**config.mk**
```make
export PLATFORM = sky130hd
export DESIGN_NAME = uimage_header_validator_core
export DESIGN_NICKNAME = d
export VERILOG_FILES = /design/src/design/uhv_pkg.sv /design/src/design/uimage_header_validator_core.sv
export SDC_FILE = /design/constraint.sdc
export NUM_CORES = 1
export LEC_CHECK = 0
export BUFFER_PORTS_ARGS = -buffer_cell sky130_fd_sc_hd__buf_2
export CAP_MARGIN = 20
export CORE_UTILIZATION = 54
export CTS_CLUSTER_DIAMETER = 100
export DETAILED_ROUTE_END_ITERATION = 6
export GPL_ROUTABILITY_DRIVEN = 0
export PLACE_DENSITY = 0.78
export SLEW_MARGIN = 20
export SYNTH_ARGS = -nofsm -noshare
export SYNTH_HDL_FRONTEND = slang
export SYNTH_SLANG_ARGS = --single-unit
```
**constraint.sdc**
```tcl
create_clock -name i_clk -period 5.2 [get_ports i_clk]
set_input_delay 1.3 -clock i_clk [delete_from_list [all_inputs] [get_ports i_clk]]
set_output_delay 1.3 -clock i_clk [all_outputs]
set_load 0.1 [all_outputs]
```
**src/design/uhv_pkg.sv**
```systemverilog
// ----------------------------------------------------------------------------
// uhv_pkg
// Types, constants and the byte-wide CRC step shared by the boot image
// header validator.
// ----------------------------------------------------------------------------
package uhv_pkg;

    localparam int unsigned HDR_LEN      = 64;
    localparam int unsigned POS_W        = 6;
    localparam logic [31:0] HDR_MAGIC    = 32'h2705_1956;
    localparam logic [31:0] CRC_POLY     = 32'hEDB8_8320;
    localparam logic [31:0] CRC_INIT     = 32'hFFFF_FFFF;
    localparam logic [31:0] HDR_LEN_W    = 32'd64;

    // Header field offsets, in bytes from the start of the header.
    localparam logic [POS_W-1:0] MAGIC_OFFSET = 6'h00;
    localparam logic [POS_W-1:0] HCRC_OFFSET  = 6'h04;
    localparam logic [POS_W-1:0] SIZE_OFFSET  = 6'h0C;
    localparam logic [POS_W-1:0] LOAD_OFFSET  = 6'h10;
    localparam logic [POS_W-1:0] ENTRY_OFFSET = 6'h14;
    localparam logic [POS_W-1:0] LAST_POS     = 6'h3F;

    localparam int unsigned OUT_TDATA_W = 104;

    typedef enum logic [2:0] {
        ST_OK        = 3'd0,
        ST_SHORT     = 3'd1,
        ST_BAD_MAGIC = 3'd2,
        ST_ZERO_SIZE = 3'd3,
        ST_OVERRUN   = 3'd4,
        ST_CRC_BAD   = 3'd5
    } t_status;

    // One byte of the reflected CRC-32; the eight shifts flatten to an XOR network.
    function automatic logic [31:0] crc_byte(input logic [31:0] crc, input logic [7:0] data);
        logic [31:0] c;
        c = crc ^ {24'd0, data};
        for (int i = 0; i < 8; i++) begin
            c = c[0] ? ((c >> 1) ^ CRC_POLY) : (c >> 1);
        end
        return c;
    endfunction

endpackage

```
**src/design/uimage_header_validator_core.sv**
```systemverilog
// ----------------------------------------------------------------------------
// uimage_header_validator_core
// Checks the 64-byte header of a legacy boot image streamed one byte per
// request and reports the outcome together with size, load and entry words.
// ----------------------------------------------------------------------------
// Throughput: one header byte per cycle, set by the byte-wide CRC-32 update
// between the input register and the state registers; the last byte of a
// header is held while the previous result is still waiting. The result is
// registered once the 64th byte passes on from the input register.
// Reset (i_rst_n low, synchronous): clears the byte counter, the CRC to all
// ones, the gathered words, the length register and both valid flags.
// ----------------------------------------------------------------------------
module uimage_header_validator_core
    import uhv_pkg::*;
(
    input  logic                   i_clk,
    input  logic                   i_rst_n,
    input  logic                   i_cfg_wr_en,
    input  logic [31:0]            i_cfg_wr_data,    // available_length
    input  logic                   s_axis_tvalid,
    output logic                   s_axis_tready,
    input  logic [7:0]             s_axis_tdata,     // [7:0] header_byte
    input  logic [0:0]             s_axis_tuser,     // [0] first_byte
    output logic                   m_axis_tvalid,
    input  logic                   m_axis_tready,
    // [0] header_ok, [3:1] status, [35:4] payload_size, [67:36] load_addr,
    // [99:68] entry_point, [103:100] zero
    output logic [OUT_TDATA_W-1:0] m_axis_tdata
);

    logic [31:0]      r_avail_len;

    logic             r_in_valid;
    logic [7:0]       r_in_byte;
    logic             r_in_first;

    logic [POS_W-1:0] r_byte_count, n_byte_count;
    logic [31:0]      r_crc, n_crc;
    logic [31:0]      r_magic, n_magic;
    logic [31:0]      r_hcrc, n_hcrc;
    logic [31:0]      r_size, n_size;
    logic [31:0]      r_load, n_load;
    logic [31:0]      r_entry, n_entry;

    logic             r_out_valid;
    logic             r_out_ok;
    t_status          r_out_status;
    logic [31:0]      r_out_size;
    logic [31:0]      r_out_load;
    logic [31:0]      r_out_entry;

    logic [POS_W-1:0] w_pos;
    logic             w_is_last;
    logic             w_out_free;
    logic             w_advance;
    logic [31:0]      w_crc_in;
    logic [31:0]      w_crc_step;
    logic [7:0]       w_crc_data;
    t_status          w_status;

    assign w_pos      = r_in_first ? '0 : r_byte_count;
    assign w_is_last  = (w_pos == LAST_POS);
    assign w_out_free = !r_out_valid || m_axis_tready;
    // The byte in the input register moves on unless it would complete a header
    // while the previous result is still waiting.
    assign w_advance  = r_in_valid && (!w_is_last || w_out_free);

    assign s_axis_tready = !r_in_valid || w_advance;

    // The stored header CRC field is fed to the CRC as zeros.
    assign w_crc_in   = r_in_first ? CRC_INIT : r_crc;
    assign w_crc_data = (w_pos >= HCRC_OFFSET && w_pos < HCRC_OFFSET + 6'd4) ? 8'h00 : r_in_byte;
    assign w_crc_step = crc_byte(w_crc_in, w_crc_data);

    always_comb begin
        n_byte_count = w_pos + 6'd1;
        n_crc        = w_is_last ? CRC_INIT : w_crc_step;
        n_magic      = r_magic;
        n_hcrc       = r_hcrc;
        n_size       = r_size;
        n_load       = r_load;
        n_entry      = r_entry;
        if (w_pos < HCRC_OFFSET) begin
            n_magic = {r_magic[23:0], r_in_byte};
        end else if (w_pos < HCRC_OFFSET + 6'd4) begin
            n_hcrc = {r_hcrc[23:0], r_in_byte};
        end else if (w_pos >= SIZE_OFFSET && w_pos < SIZE_OFFSET + 6'd4) begin
            n_size = {r_size[23:0], r_in_byte};
        end else if (w_pos >= LOAD_OFFSET && w_pos < LOAD_OFFSET + 6'd4) begin
            n_load = {r_load[23:0], r_in_byte};
        end else if (w_pos >= ENTRY_OFFSET && w_pos < ENTRY_OFFSET + 6'd4) begin
            n_entry = {r_entry[23:0], r_in_byte};
        end
    end

    // The last byte falls outside every gathered field, so the words are final.
    always_comb begin
        if (r_avail_len < HDR_LEN_W) begin
            w_status = ST_SHORT;
        end else if (r_magic != HDR_MAGIC) begin
            w_status = ST_BAD_MAGIC;
        end else if (r_size == 32'd0) begin
            w_status = ST_ZERO_SIZE;
        end else if (r_size > (r_avail_len - HDR_LEN_W)) begin
            w_status = ST_OVERRUN;
        end else if (r_hcrc != ~w_crc_step) begin
            w_status = ST_CRC_BAD;
        end else begin
            w_status = ST_OK;
        end
    end

    always_ff @(posedge i_clk) begin
        if (!i_rst_n) begin
            r_avail_len <= '0;
        end else if (i_cfg_wr_en) begin
            r_avail_len <= i_cfg_wr_data;
        end
    end

    always_ff @(posedge i_clk) begin
        if (!i_rst_n) begin
            r_in_valid <= 1'b0;
        end else if (s_axis_tready) begin
            r_in_valid <= s_axis_tvalid;
        end
    end

    always_ff @(posedge i_clk) begin
        if (s_axis_tready && s_axis_tvalid) begin
            r_in_byte  <= s_axis_tdata;
            r_in_first <= s_axis_tuser[0];
        end
    end

    always_ff @(posedge i_clk) begin
        if (!i_rst_n) begin
            r_byte_count <= '0;
            r_crc        <= CRC_INIT;
            r_magic      <= '0;
            r_hcrc       <= '0;
            r_size       <= '0;
            r_load       <= '0;
            r_entry      <= '0;
        end else if (w_advance) begin
            r_byte_count <= n_byte_count;
            r_crc        <= n_crc;
            r_magic      <= n_magic;
            r_hcrc       <= n_hcrc;
            r_size       <= n_size;
            r_load       <= n_load;
            r_entry      <= n_entry;
        end
    end

    always_ff @(posedge i_clk) begin
        if (!i_rst_n) begin
            r_out_valid <= 1'b0;
        end else if (w_advance && w_is_last) begin
            r_out_valid <= 1'b1;
        end else if (m_axis_tready) begin
            r_out_valid <= 1'b0;
        end
    end

    always_ff @(posedge i_clk) begin
        if (w_advance && w_is_last) begin
            r_out_ok     <= (w_status == ST_OK);
            r_out_status <= w_status;
            r_out_size   <= r_size;
            r_out_load   <= r_load;
            r_out_entry  <= r_entry;
        end
    end

    assign m_axis_tvalid = r_out_valid;
    assign m_axis_tdata  = {4'd0, r_out_entry, r_out_load, r_out_size, r_out_status, r_out_ok};

    // A completed header always leaves the counter and CRC ready for the next one.
    a_restart_after_last: assert property (@(posedge i_clk) disable iff (!i_rst_n)
        w_advance && w_is_last |=> (r_byte_count == '0) && (r_crc == CRC_INIT))
        else $error("counter or CRC not restarted after the last header byte");

    // A last byte held back by a waiting result must still be there next cycle.
    a_last_byte_held: assert property (@(posedge i_clk) disable iff (!i_rst_n)
        r_in_valid && w_is_last && !w_out_free |=> r_in_valid && $stable(r_in_byte))
        else $error("last header byte lost while the result was stalled");

    // The pass flag and the status code must agree.
    a_ok_matches_status: assert property (@(posedge i_clk) disable iff (!i_rst_n)
        m_axis_tvalid |-> (r_out_ok == (r_out_status == ST_OK)))
        else $error("header_ok disagrees with status");

endmodule
```
After elaboration in Yosys (flattened, before gate mapping)

Cells that the tools add are included.

Bits in registers: 341
Bits of input ports: 46

$add $sub $neg: 2
Magnitude comparators: 11
Equal/unequal tests: 3
Mux-type cells: 19
Bitwise logic cells: 14
Reductions and logical operators: 21

Operators by type and width:

| cell                                                                                | count |
|---|---|
| 32-bit two-way mux                                                                  | 10 |
| 13-bit NOT with 14-bit output                                                       | 8 |
| 32-bit greater-than comparator                                                      | 1 |
| 32-bit logical NOT                                                                  | 1 |
| 32-bit by 7-bit < comparator with 1-bit output, second input constant               | 1 |
| 32-bit by 30-bit != test with 1-bit output, second input constant                   | 1 |
| 32-bit != test                                                                      | 1 |
| 32-bit NOT                                                                          | 1 |
| 32-bit by 7-bit subtractor with 32-bit output, second input constant                | 1 |
| 32-bit by 8-bit XOR with 32-bit output                                              | 1 |
| 6-bit by 5-bit < comparator with 1-bit output, second input constant                | 3 |
| 3-bit two-way mux                                                                   | 5 |
| 6-bit by 5-bit greater-or-equal comparator with 1-bit output, second input constant | 2 |
| 8-bit two-way mux                                                                   | 1 |
| 1-bit logical AND                                                                   | 7 |
| 6-bit by 1-bit adder with 6-bit output, second input constant                       | 1 |
| 6-bit equality test, second input constant                                          | 1 |
| 6-bit by 3-bit greater-or-equal comparator with 1-bit output, second input constant | 1 |
| 6-bit by 4-bit greater-or-equal comparator with 1-bit output, second input constant | 1 |
| 6-bit by 3-bit < comparator with 1-bit output, second input constant                | 1 |
| 6-bit by 4-bit < comparator with 1-bit output, second input constant                | 1 |
| 6-bit two-way mux                                                                   | 1 |
| 6-bit AND reduction                                                                 | 1 |
| 5-bit AND reduction                                                                 | 1 |
| other kinds (9)                                                                     | 17 |

Longest topological paths before layout

Depth after elaboration: 29
Depth in mapped cells: 18
Gate-level depth less buffers: 18

Worst setup path after synthesis

No wires, ideal clock.

Path type: register -> register
Start: register r_in_first
End: register r_crc[30]
Setup time: 0.081 ns
Arrival: 5.024 ns
Slack: 0.095 ns
Cell stages (with the launch flop): 16
Path buffers: 6
Period minus slack after synthesis: 5.105 ns
Path through: edfxtp_1 buf_2 buf_1 clkbuf_1 buf_1 nor2b_1 ha_1 nand3_1 or3_1 o21ai_1 or2_2 inv_1 nor2b_1 clkbuf_1 clkbuf_1 o211ai_1

Cells in the longest elaborated chain, start to end: 16
Elaborated cells between the ends (all ways): 23

RTL lines:

| element                                                                                                                              | RTL line                            | RTL |
|---|---|---|
| start: declaration                                                                                                                   | uimage_header_validator_core.sv:35  | `logic r_in_first;` |
| start signal: assignment                                                                                                             | uimage_header_validator_core.sv:132 | `r_in_first <= s_axis_tuser[0];` |
| 6-bit two-way mux                                                                                                                    | uimage_header_validator_core.sv:61  | `assign w_pos = r_in_first ? '0 : r_byte_count;` |
| 6-bit by 3-bit greater-or-equal comparator with 1-bit output / 6-bit by 4-bit < comparator with 1-bit output (equally long branches) | uimage_header_validator_core.sv:72  | `assign w_crc_data = (w_pos >= HCRC_OFFSET && w_pos < HCRC_OFFSET + 6'd4) ? 8'h00 : r_in_byte;` |
| 1-bit logical AND                                                                                                                    | uimage_header_validator_core.sv:72  |  |
| 8-bit two-way mux                                                                                                                    | uimage_header_validator_core.sv:72  |  |
| 32-bit by 8-bit XOR with 32-bit output                                                                                               | uhv_pkg.sv:37                       | `c = crc ^ {24'd0, data};` |
| 13-bit NOT with 14-bit output (no line)                                                                                              | -                                   |  |
| 32-bit two-way mux (7 in a row)                                                                                                      | uhv_pkg.sv:39                       | `c = c[0] ? ((c >> 1) ^ CRC_POLY) : (c >> 1);` |
| 13-bit NOT with 14-bit output (no line)                                                                                              | -                                   |  |
| 32-bit two-way mux                                                                                                                   | uhv_pkg.sv:39                       |  |
| 32-bit two-way mux                                                                                                                   | uimage_header_validator_core.sv:77  | `n_crc = w_is_last ? CRC_INIT : w_crc_step;` |
| end signal: assignment                                                                                                               | uimage_header_validator_core.sv:147 | `r_crc <= n_crc;` |
| end: declaration                                                                                                                     | uimage_header_validator_core.sv:38  | `logic [31:0] r_crc, n_crc;` |

Parallel ways exist; a longest one is shown, timed or not.
A chain may end at the register's enable or synchronous reset.

Worst setup path after layout

Start: register r_avail_len[8]
End: register r_out_status[2] (data pin)

Cells in the longest elaborated chain, start to end: 6
Elaborated cells between the ends (all ways): 7

RTL lines:

| element                                       | RTL line                            | RTL |
|---|---|---|
| start: declaration                            | uimage_header_validator_core.sv:31  | `logic [31:0] r_avail_len;` |
| start signal: assignment                      | uimage_header_validator_core.sv:117 | `r_avail_len <= i_cfg_wr_data;` |
| 32-bit by 7-bit subtractor with 32-bit output | uimage_header_validator_core.sv:104 | `end else if (r_size > (r_avail_len - HDR_LEN_W)) begin` |
| 32-bit greater-than comparator                | uimage_header_validator_core.sv:104 |  |
| 3-bit two-way mux                             | uimage_header_validator_core.sv:104 |  |
| 3-bit two-way mux                             | uimage_header_validator_core.sv:102 | `end else if (r_size == 32'd0) begin` |
| 3-bit two-way mux                             | uimage_header_validator_core.sv:100 | `end else if (r_magic != HDR_MAGIC) begin` |
| 3-bit two-way mux *                           | uimage_header_validator_core.sv:98  | `if (r_avail_len < HDR_LEN_W) begin` |
| net w_status[2]                               | uimage_header_validator_core.sv:59  | `t_status w_status;` |
| end signal: assignment                        | uimage_header_validator_core.sv:169 | `r_out_status <= w_status;` |
| end: declaration                              | uimage_header_validator_core.sv:47  | `t_status r_out_status;` |

The timed path passes the listed nets; every way through them passes the cells marked *.

==> results.yml <==
run_status:
  outcome: "finished clean"
sta:
  rsz0062_at_grt: "no"
  fin_skew_ps: 27.8
  hold_viol_final: 0
  fin_crit_ps: 4940
  worstMarginPinSlew_ps: 1060
  fin_crit_sh_pct: 94.9
  setup_tns_ps: 0
  max_freq_ghz: 0.203
  slew_viol_final: 0
  setup_viol: 0
  slew_headroom_pct: 29.5
yosys:
  syn_avg_cell_area_um2: 9.91
  synth_top_family_by_area: "simple AND/OR/NAND/NOR gates"
  ys.flop_type: "dfxtp_1"
  synth_cell_type_count: 83
  ys_async_sr_fraction_pct: 0
  netlist_instances: 1647
  synth_fa_ha_area_share_pct: 2.68
  synth_compound_area_share_pct: 15.1
  synth-simple-area-share_pct: 17.7
  synth-warning-count: 0
  synth-edff-count: 109
  syn-cell-area_mm2: 0.0163
  synth_xor_area_share_pct: 9.84
  ys_seq_area_share_pct: 48.5
  synthMuxAreaShare_pct: 2.58
  ys_ff_latch: 341
clock_network:
  clkTransAtPathRegs_ps: 60
  cts_tree: "yes"
  ctsResizeCount: 0
  cts_buffers: 34
  post_cts_buffers: 0
  ctsHoldBuffers: 0
  clockBufferDepth: 3
  clock_latency_ps: 530
  cts.sinks: 341
  htreeDepth: 2
  cts_root_buffer: "clkbuf_16"
placed_design:
  placed_area_mm2: 0.0173
  place_hpwl_mm: 26.1
  dp.cells: 2095
  port_buffers: 147
grt:
  antenna_found_initial: 1
  grt_pass1_vias: 11500
  grt_max_degree: 116
  grt_pass1_wl_mm: 61.0
  overflow: 0
  grt_use_total_pct: 24.7
drt:
  drt_pass1_iterations: 6
  ant_nets: 0
  routed_wl_mm: 38.3
  via_count: 12400
  post_drt_via_cell_ratio: 5.73
  wl_per_cell_um: 17.8
  drt_iter0_drc: 1078
  drc: 0
floorplanning:
  dieArea_mm2: 0.0309
  die_w_um: 176
  core_area_mm2: 0.0297
  start_util_pct: 54.9
  die_h_um: 176
  rows: 63
  io_pins: 152
critical_path:
  cp_top_family: "simple AND/OR/NAND/NOR gates"
  path_max_fanout: 5
  critical_path_class: "register to register"
  startpoint_type: "register"
  cp_cell_sequence: "or3_1 > or3b_1 > or3_1 > or3b_1 > or3b_2 > nor3_1 > xnor2_1 > ha_1 > nand3_1 > nor2_2 > nand4_1 > or4_1 > o21ai_0 > nor2b_2 > nor2_1"
  crit_required_ps: 5460
  cp-end-kind: "register"
  worst_path_largest_cell_delay_ps: 520
  crit_slowest_cell: "or4_1"
  crit_arrival_ps: 5200
  cp_num_buf_inv: 0
  r2r_slack_ps: 260
final_layout:
  area_growth_pct: 12.6
  drive_gt1_share_pct: 14.6
  final_cell_area_mm2: 0.0184
  final_nets: 1822
  stdcell_count: 2158
power:
  power_leakage_nw: 6.98
  p_per_area_mw_per_mm2: 347
  ir_drop_uv: 182
  power_mw: 6.38
job:
  maxCapViolations: 0
min_path:
  min_path_type: "register to register"
==> worst register-to-register path, stage by stage, from the launching register on <==
cell and delay, ps:
dfxtp_1 350, or3_1 410, or3b_1 460, or3_1 440
or3b_1 430, or3b_2 510, nor3_1 200, xnor2_1 100
ha_1 300, nand3_1 130, nor2_2 220, nand4_1 150
or4_1 520, o21ai_0 190, nor2b_2 230, nor2_1 50
==> per-layer routing <==
metal  wire length (um)  GRT usage (%)  part of all wire (%)  vias up
met1              16600           33.7                    43     5898
li1                   -              -                     -     5922
met4               1290           9.60                   3.4        0
met5                  0              0                     0        -
met3               2660           3.96                   6.9       90
met2              17800           39.5                    46      448
==> area by class of cell <==
type                            count  area [um^2]
Multi-Input combinational cell   1177         7880
Clock buffer                       54          996
Clock inverter                      8          109
Tap cell                          390          488
Inverter                           17         66.3
Fill cell                        2403        11300
Antenna cell                        1         2.50
Timing Repair Buffer              170          923
Sequential cell                   341         7920
==> power by group <==
part	internal, mW	switching (mW)
logic	0.487	0.597
registers	2.78	0.0880
clock network	1.42	1.00
total	4.69	1.68
==> kinds of logic after synthesis <==
| family | count (synthesis) |
|---|---|
| AOI/OAI and AO/OA | 336 |
| xor gates and xnor gates | 136 |
| adders and majority gates | 35 |
| buffers and inverters | 132 |
| DFF | 341 |
| muxes | 42 |
| other | 1 |
| and+or+nand+nor | 624 |
==> sequential cells by signal, summed over array words and instances, names as in the netlist <==
register,cells
r_byte_count,6
r_out_size,32
r_out_status,3
r_size,32
r_avail_len,32
r_in_valid,1
r_crc,32
r_magic,32
r_load,32
r_hcrc,32
r_entry,32
r_in_first,1
m_axis_tvalid,1
r_out_load,32
r_out_entry,32
r_in_byte,8
r_out_ok,1
==> placed cells by master, fill, tap and decap left out, types with 20 or more instances in the layout <==
| master | n |
|---|---|
| buf_4 | 23 |
| o21ai_0 | 34 |
| buf_2 | 146 |
| o211ai_1 | 30 |
| edfxtp_1 | 109 |
| a21oi_1 | 30 |
| mux2i_1 | 41 |
| nor2b_1 | 45 |
| nor3_1 | 20 |
| xnor2_1 | 65 |
| dfxtp_1 | 232 |
| clkbuf_16 | 34 |
| nor4_1 | 20 |
| a21boi_0 | 164 |
| xor2_1 | 39 |
| nand3_1 | 21 |
| nand2_1 | 389 |
| ha_1 | 35 |
| nor2_1 | 37 |
==> final timing paths <==
path,from,end,cells past startpoint
max,r_avail_len[8],r_out_status[2],15
min reg2reg,r_load[30],r_out_load[30],0
min,r_load[30],r_out_load[30],0
max reg2reg,r_avail_len[8],r_out_status[2],15
==> cell usage after synthesis, types with 10 or more instances <==
master / number / area, um^2
dfxtp_1: 232 / 4640
xnor3_1: 14 / 315
ha_1: 35 / 438
buf_2: 11 / 55.1
xnor2_1: 65 / 569
o21ai_0: 34 / 170
a21oi_1: 30 / 150
mux2i_1: 41 / 410
xor2_1: 39 / 342
nand2_1: 389 / 1460
nand2b_1: 10 / 62.6
clkbuf_1: 76 / 285
or3_1: 11 / 68.8
nand4_1: 16 / 100
inv_1: 17 / 63.8
nand3_1: 22 / 110
edfxtp_1: 109 / 3270
xor3_1: 10 / 238
a21boi_0: 164 / 1230
nor2b_1: 46 / 288
buf_1: 13 / 48.8
nor4_1: 20 / 125
o211ai_1: 30 / 225
nor2_1: 42 / 158
nor3_1: 20 / 100
==> metrics by stage <==
stage          setup slack (ps)  util [%]  hold WS [ps]
6_report                    264      61.9           438
5_1_grt                    34.8      61.9           450
4_1_cts                     276      61.8           439
3_5_place_dp                289      58.1           416
3_3_place_gp                476      58.1           414
2_1_floorplan              95.4         -           408
Power figures use the tool's default switching activity.
